<file path="config.mk">
export PLATFORM = sky130hd
export DESIGN_NAME = lphc_ctrl
export DESIGN_NICKNAME = d
export VERILOG_FILES = /design/src/rtl/lphc_pkg.sv /design/src/rtl/lphc_ctrl.sv
export SDC_FILE = /design/constraint.sdc
export NUM_CORES = 1
export LEC_CHECK = 0
export BUFFER_PORTS_ARGS = -buffer_cell sky130_fd_sc_hd__buf_2
export CAP_MARGIN = 30
export CORE_AREA = 10 10 47 49
export DETAILED_ROUTE_END_ITERATION = 12
export DIE_AREA = 0 0 57 59
export GPL_ROUTABILITY_DRIVEN = 0
export PLACE_DENSITY_LB_ADDON = 0.25
export SYNTH_ARGS = -nofsm -noshare
export SYNTH_HDL_FRONTEND = slang
export SYNTH_SLANG_ARGS = --single-unit
export TNS_END_PERCENT = 30
</file>
<file path="constraint.sdc">
create_clock -name clock -period 2.1 [get_ports clock]
set_clock_uncertainty 0.2 [all_clocks]
set_input_delay 0.525 -clock clock [delete_from_list [all_inputs] [get_ports clock]]
set_output_delay 0.525 -clock clock [all_outputs]
set_load 0.02 [all_outputs]
</file>
<file path="src/rtl/lphc_pkg.sv">
// ----------------------------------------------------------------------------
// lphc_pkg
// Types and constants shared by the hash cache controller and datapath.
// ----------------------------------------------------------------------------
package lphc_pkg;

   localparam int OP_W       = 2;
   localparam int KEY_W      = 64;
   localparam int HANDLE_W   = 16;
   localparam int STATUS_W   = 3;
   localparam int SLOT_W     = 7;
   // The remainder unit consumes this many key bits per cycle.
   localparam int NIB_W      = 4;
   localparam int HASH_STEPS = KEY_W / NIB_W;
   localparam int HASH_CNT_W = $clog2(HASH_STEPS);

   typedef enum logic [OP_W-1:0] {
      OP_FIND   = 2'd0,
      OP_INSERT = 2'd1,
      OP_REMOVE = 2'd2,
      OP_CLEAR  = 2'd3
   } op_type;

   typedef enum logic [STATUS_W-1:0] {
      ST_HIT      = 3'd0,
      ST_MISS     = 3'd1,
      ST_INSERTED = 3'd2,
      ST_PRESENT  = 3'd3,
      ST_EVICTED  = 3'd4,
      ST_REMOVED  = 3'd5,
      ST_NOTFOUND = 3'd6,
      ST_CLEARED  = 3'd7
   } status_type;

   // Which handle and slot accompany a result.
   typedef enum logic [1:0] {
      RES_NONE       = 2'd0,
      RES_CHK_HANDLE = 2'd1,
      RES_CHK_SLOT   = 2'd2,
      RES_EVICT      = 2'd3
   } res_kind_type;

   typedef enum logic [2:0] {
      S_INIT  = 3'd0,
      S_IDLE  = 3'd1,
      S_HASH  = 3'd2,
      S_PROBE = 3'd3,
      S_CLEAR = 3'd4,
      S_DONE  = 3'd5
   } state_type;

   typedef struct packed {
      logic         load;
      logic         hash_step;
      logic         probe_step;
      logic         sweep_step;
      logic         wr_insert;
      logic         wr_evict;
      logic         wr_remove;
      logic         res_load;
      status_type   res_status;
      res_kind_type res_kind;
      logic         rsp_load;
   } cmd_type;

   typedef struct packed {
      op_type req_op;
      logic   req_key_zero;
      op_type op;
      logic   hash_last;
      logic   slot_empty;
      logic   slot_match;
      logic   lap_last;
      logic   sweep_last;
      logic   rsp_free;
   } stat_type;

endpackage

</file>
<file path="src/rtl/lphc_ctrl.sv">
// ----------------------------------------------------------------------------
// lphc_ctrl
// Sequencer for the hash cache: sweep, remainder, probe and result hand-off.
// ----------------------------------------------------------------------------
module lphc_ctrl (
   input  logic               clock,
   input  logic               reset,
   input  logic               req_valid,
   output logic               req_ready,
   input  lphc_pkg::stat_type stat,
   output lphc_pkg::cmd_type  cmd
);
   import lphc_pkg::*;

   state_type state_ff;
   state_type state_in;

   always_ff @(posedge clock) begin
      if (reset) begin
         state_ff <= S_INIT;
      end else begin
         state_ff <= state_in;
      end
   end

   always_comb begin
      state_in  = state_ff;
      cmd       = '0;
      req_ready = 1'b0;
      unique case (state_ff)
         S_INIT: begin
            cmd.sweep_step = 1'b1;
            if (stat.sweep_last) begin
               state_in = S_IDLE;
            end
         end
         S_IDLE: begin
            req_ready = 1'b1;
            if (req_valid) begin
               cmd.load = 1'b1;
               if (stat.req_op == OP_CLEAR) begin
                  state_in = S_CLEAR;
               end else if (stat.req_key_zero) begin
                  // A zero key never probes the table.
                  cmd.res_load   = 1'b1;
                  cmd.res_kind   = RES_NONE;
                  cmd.res_status = (stat.req_op == OP_REMOVE) ? ST_NOTFOUND : ST_MISS;
                  state_in       = S_DONE;
               end else begin
                  state_in = S_HASH;
               end
            end
         end
         S_HASH: begin
            cmd.hash_step = 1'b1;
            if (stat.hash_last) begin
               state_in = S_PROBE;
            end
         end
         S_PROBE: begin
            unique case (stat.op)
               OP_FIND: begin
                  if (stat.slot_empty || (stat.lap_last && !stat.slot_match)) begin
                     cmd.res_load   = 1'b1;
                     cmd.res_status = ST_MISS;
                     cmd.res_kind   = RES_NONE;
                  end else if (stat.slot_match) begin
                     cmd.res_load   = 1'b1;
                     cmd.res_status = ST_HIT;
                     cmd.res_kind   = RES_CHK_HANDLE;
                  end
               end
               OP_INSERT: begin
                  if (stat.slot_empty) begin
                     cmd.wr_insert  = 1'b1;
                     cmd.res_load   = 1'b1;
                     cmd.res_status = ST_INSERTED;
                     cmd.res_kind   = RES_CHK_SLOT;
                  end else if (stat.slot_match) begin
                     cmd.res_load   = 1'b1;
                     cmd.res_status = ST_PRESENT;
                     cmd.res_kind   = RES_CHK_SLOT;
                  end else if (stat.lap_last) begin
                     cmd.wr_evict   = 1'b1;
                     cmd.res_load   = 1'b1;
                     cmd.res_status = ST_EVICTED;
                     cmd.res_kind   = RES_EVICT;
                  end
               end
               OP_REMOVE: begin
                  if (stat.slot_match) begin
                     cmd.wr_remove  = 1'b1;
                     cmd.res_load   = 1'b1;
                     cmd.res_status = ST_REMOVED;
                     cmd.res_kind   = RES_CHK_HANDLE;
                  end else if (stat.lap_last) begin
                     cmd.res_load   = 1'b1;
                     cmd.res_status = ST_NOTFOUND;
                     cmd.res_kind   = RES_NONE;
                  end
               end
               OP_CLEAR: begin
                  // Clear is handled by the sweep and never probes.
                  cmd.res_load   = 1'b1;
                  cmd.res_status = ST_CLEARED;
                  cmd.res_kind   = RES_NONE;
               end
            endcase
            if (cmd.res_load) begin
               state_in = S_DONE;
            end else begin
               cmd.probe_step = 1'b1;
            end
         end
         S_CLEAR: begin
            cmd.sweep_step = 1'b1;
            if (stat.sweep_last) begin
               cmd.res_load   = 1'b1;
               cmd.res_status = ST_CLEARED;
               cmd.res_kind   = RES_NONE;
               state_in       = S_DONE;
            end
         end
         S_DONE: begin
            if (stat.rsp_free) begin
               cmd.rsp_load = 1'b1;
               state_in     = S_IDLE;
            end
         end
         default: begin
            state_in = S_INIT;
         end
      endcase
   end

endmodule

</file>
* After elaboration in Yosys (flattened, before gate mapping)
Index checks and enable logic that the tools add are counted.
W data, S select, Z words.
** Word-level totals
- Flip-flop bits (word level) :: 3
- Output and inout bits :: 15
** Cells by class
- Equality and inequality tests :: 16
- Multiplexer cells :: 41
- Reduce and logical (&&, ||, !) cells :: 7
** Operators with widths (count)
- $mux W6 :: 12
- $mux W3 :: 10
- $pmux W6 S4 :: 1
- $pmux W3 S6 :: 1
- $pmux W6 S3 :: 1
- $mux W1 :: 15
- $ne A2 B2 Y1 const B :: 6
- $eq A2 B2 Y1 const B :: 4
- $eq A3 B2 Y1 const B :: 2
- $eq A3 B3 Y1 const B :: 2
- $reduce_and A6 Y1 :: 1
- $eq A3 B1 Y1 const B :: 1
- $logic_not A3 Y1 :: 1
- $eq A2 B1 Y1 const B :: 1
- $logic_not A2 Y1 :: 1
- $mux W2 :: 1
- $reduce_or A2 Y1 :: 1
- $logic_and A1 B1 Y1 :: 1
- $logic_not A1 Y1 :: 1
- $logic_or A1 B1 Y1 :: 1

* Longest topological paths before layout
- Word-level depth :: 8
- Mapped depth :: 5
- Depth with buffers taken out :: 4

* Worst setup path after synthesis
No wires, ideal clock.
- Path type :: input port to output port
- Start point :: input port stat[7] (netlist name)
- End point :: output port cmd[6] (netlist name)
- Arrival time :: 1.476 ns
- Setup slack :: -0.101 ns
- Stages on the path :: 4
- Buffers on the path :: 1
- Path through :: buf_2 -> a2111oi_4 -> nor2_1 -> a211o_1
** RTL lines
- from (decl) :: RTL line lphc_ctrl.sv:10 : input lphc_pkg::stat_type stat,
- to (decl) :: RTL line lphc_ctrl.sv:11 : output lphc_pkg::cmd_type cmd

==> impl_metrics.ini <==
[clock_network]
clk_latency_ps = 230
cts-root-buf = clkbuf_4
tritoncts = built
numClockSinks = 3
clock_path_buffers = 2
cts-htree-levels = 1
clkTransAtPathRegs_ps = 40
cts_buffers = 3
ctsHoldBuffers = 0

[worst_setup_path]
end_kind = output port
cp-start-kind = primary input
cp_max_fo = 3
cp_top_family = compound AO/OA/AOI/OAI gates
r2r_slack_ps = 390
critPathSlowestCell = a221o_1
path_class = in2out
critPathMaxStageDelay_ps = 350
arrival_ps = 1460
required_ps = 1370
worst-path-buf-inv = 2
crit_chain = buf_2, nor2b_2, nor2_1, o311ai_1, a221o_1, buf_6

[floorplanning]
dieArea_sq_um = 3360
rows = 14
die_w_um = 57
die_h_um = 59
core_sq_um = 1400
num_io_pins = 29
start_util_pct = 36.7

[sta]
finalSetupViolCount = 4
max-slew-margin-rel_pct = 83.0
fin_crit_sh_pct = 104
rsz0062_at_grt = true
tightest_slew_ps = 249
hold_viol_final = 0
period_needed_ps = 2190
fmax_mhz = 457
setup_slack_ps = -88.5
drv_slew = 0
whs_ps = 297

[drt]
drc = 0
viasPerCell = 5.26
wire_per_inst_um = 14.8
drtIter0Drc = 4
vias = 684
dr.pass1.iters = 4
ant_nets = 0
drt_wl_total_um = 1930

[final_layout]
multi_input_area_sq_um = 502
layout_commonest_cell = buf_2
drive_gt1_share_pct = 57.9
layout_common_cells = 18 x buf_2, 17 x buf_4, 7 x nand2_1, 7 x buf_6, 4 x nor2_1
syn_to_final_growth_pct = 85.4
nets = 129
num-fill-cells = 128
regArea_sq_um = 66.3
biggestRegsByFlops = state_ff: 3 flops
largest_register_ffs = 3
final_core_util_pct = 68.0
antenna_cells = 0
top_register = state_ff

[worst_hold_path]
hold_path_class = in2reg

[synthesis]
synth_fa_ha_area_share_pct = 0
muxShareOfSynthArea_pct = 3.89
yosysWarnings = 0
async_flop_share_pct = 0
synth_xor_area_share_pct = 0
synthSimpleGateAreaFrac_pct = 42.3
seq_area_frac_synth_pct = 11.7
synth_area_per_cell_sq_um = 7.35
synth_top_family_by_area = simple AND/OR/NAND/NOR gates
synth_area_sq_um = 514
synth_edf_count = 0
syn-num-nets = 84
synth_compound_area_share_pct = 35.5
ys_types = 34
ys_ff_latch = 3
netlist_instances = 70
synth_ff_type = dfxtp_1

[global_route]
grt_max_degree = 9
antenna_found_initial = 0
grt_pass1_vias = 683
grt_pass1_wl_um = 2930
track_usage_pct = 10.2
grt-ovfl-total = 0

[run_status]
violations = negative setup slack
status = finished with violations

[power_and_ir_drop]
p_per_area_nw_per_um2 = 652
power_mw = 0.622
vdd_drop_max_v = 0.000375
leakage_nw = 0.454

[placed_design]
hpwl_um = 1440
post-place-ws_ps = -181
io_buffers = 28

[run]
maxCapViolCount = 0
==> per-layer routing <==
metal	track usage (%)	wire length, um
met5	0	0
met4	3.36	34
met3	2.15	93
met2	18.1	944
met1	11.6	856
==> stage by stage <==
step / area, sq um / TNS [ps] / cells
6_report: 953 / -222 / 130
5_1_grt: 953 / -647 / 130
4_1_cts: 866 / -248 / 129
3_5_place_dp: 752 / -849 / 123
3_3_place_gp: 752 / -693 / 123
2_1_floorplan: 520 / -59.0 / 70
==> kinds of logic (layout without fill, tap and decap cells) <==
kind of cell	Yosys count	in the layout
AND/OR/NAND/NOR	36	36
flip-flops	3	3
multiplexers	2	2
AO/OA/AOI/OAI	23	23
buffers and inverters	6	50
==> worst reg2reg max path, cell delays in order (launching register included) <==
cell and delay [ps]:
dfxtp_4 370, buf_4 120, buf_4 120, or4b_1 440, nand2_1 110, a21oi_2 50, a211oi_1 210
==> final cells by class <==
| cell class | count | area share (%) |
|---|---|---|
| timing repair buffer | 44 | 34.8 |
| sequential | 3 | 6.96 |
| tap | 16 | 2.10 |
| inverter | 2 | 0.787 |
| clock buffer | 4 | 2.76 |
| multi-input combinational | 61 | 52.6 |
==> what timing repair did <==
item,in CTS,in global routing
pin swaps,5,10
endpoints found under the setup margin,9,10
endpoints found under the hold margin,0,0
gates resized for setup,26,19
gates cloned,0,0
buffers inserted,2,1
==> synthesized netlist by cell type, types with 2 or more instances <==
cell	instances	area [sq um]
a211oi_1	2	15.0
a21o_1	2	15.0
a21oi_1	4	20.0
and2_1	3	18.8
and3_1	3	18.8
buf_2	3	15.0
dfxtp_1	3	60.1
inv_1	2	7.51
mux2i_1	2	20.0
nand2_1	7	26.3
nand2b_1	2	12.5
nor2_1	5	18.8
nor2b_1	5	31.3
nor3b_1	5	37.5
o21ai_0	3	15.0
==> power by group <==
group / internal [mW] / leakage, nW / switching (mW)
registers: 0.0786 / 0.0261 / 0.0262
logic: 0.211 / 0.412 / 0.208
clock network: 0.0711 / 0.0150 / 0.0275
total: 0.361 / 0.454 / 0.262
==> path summary, 6_finish.rpt <==
kind                             startpoint     endpoint  cells past startpoint
worst min-delay path                  reset  state_ff[1]                      2
worst max register to register  state_ff[1]  state_ff[0]                      6
worst min register to register  state_ff[2]  state_ff[2]                      4
worst max-delay path                stat[2]       cmd[3]                      6
(Power assumes the default switching activity.)
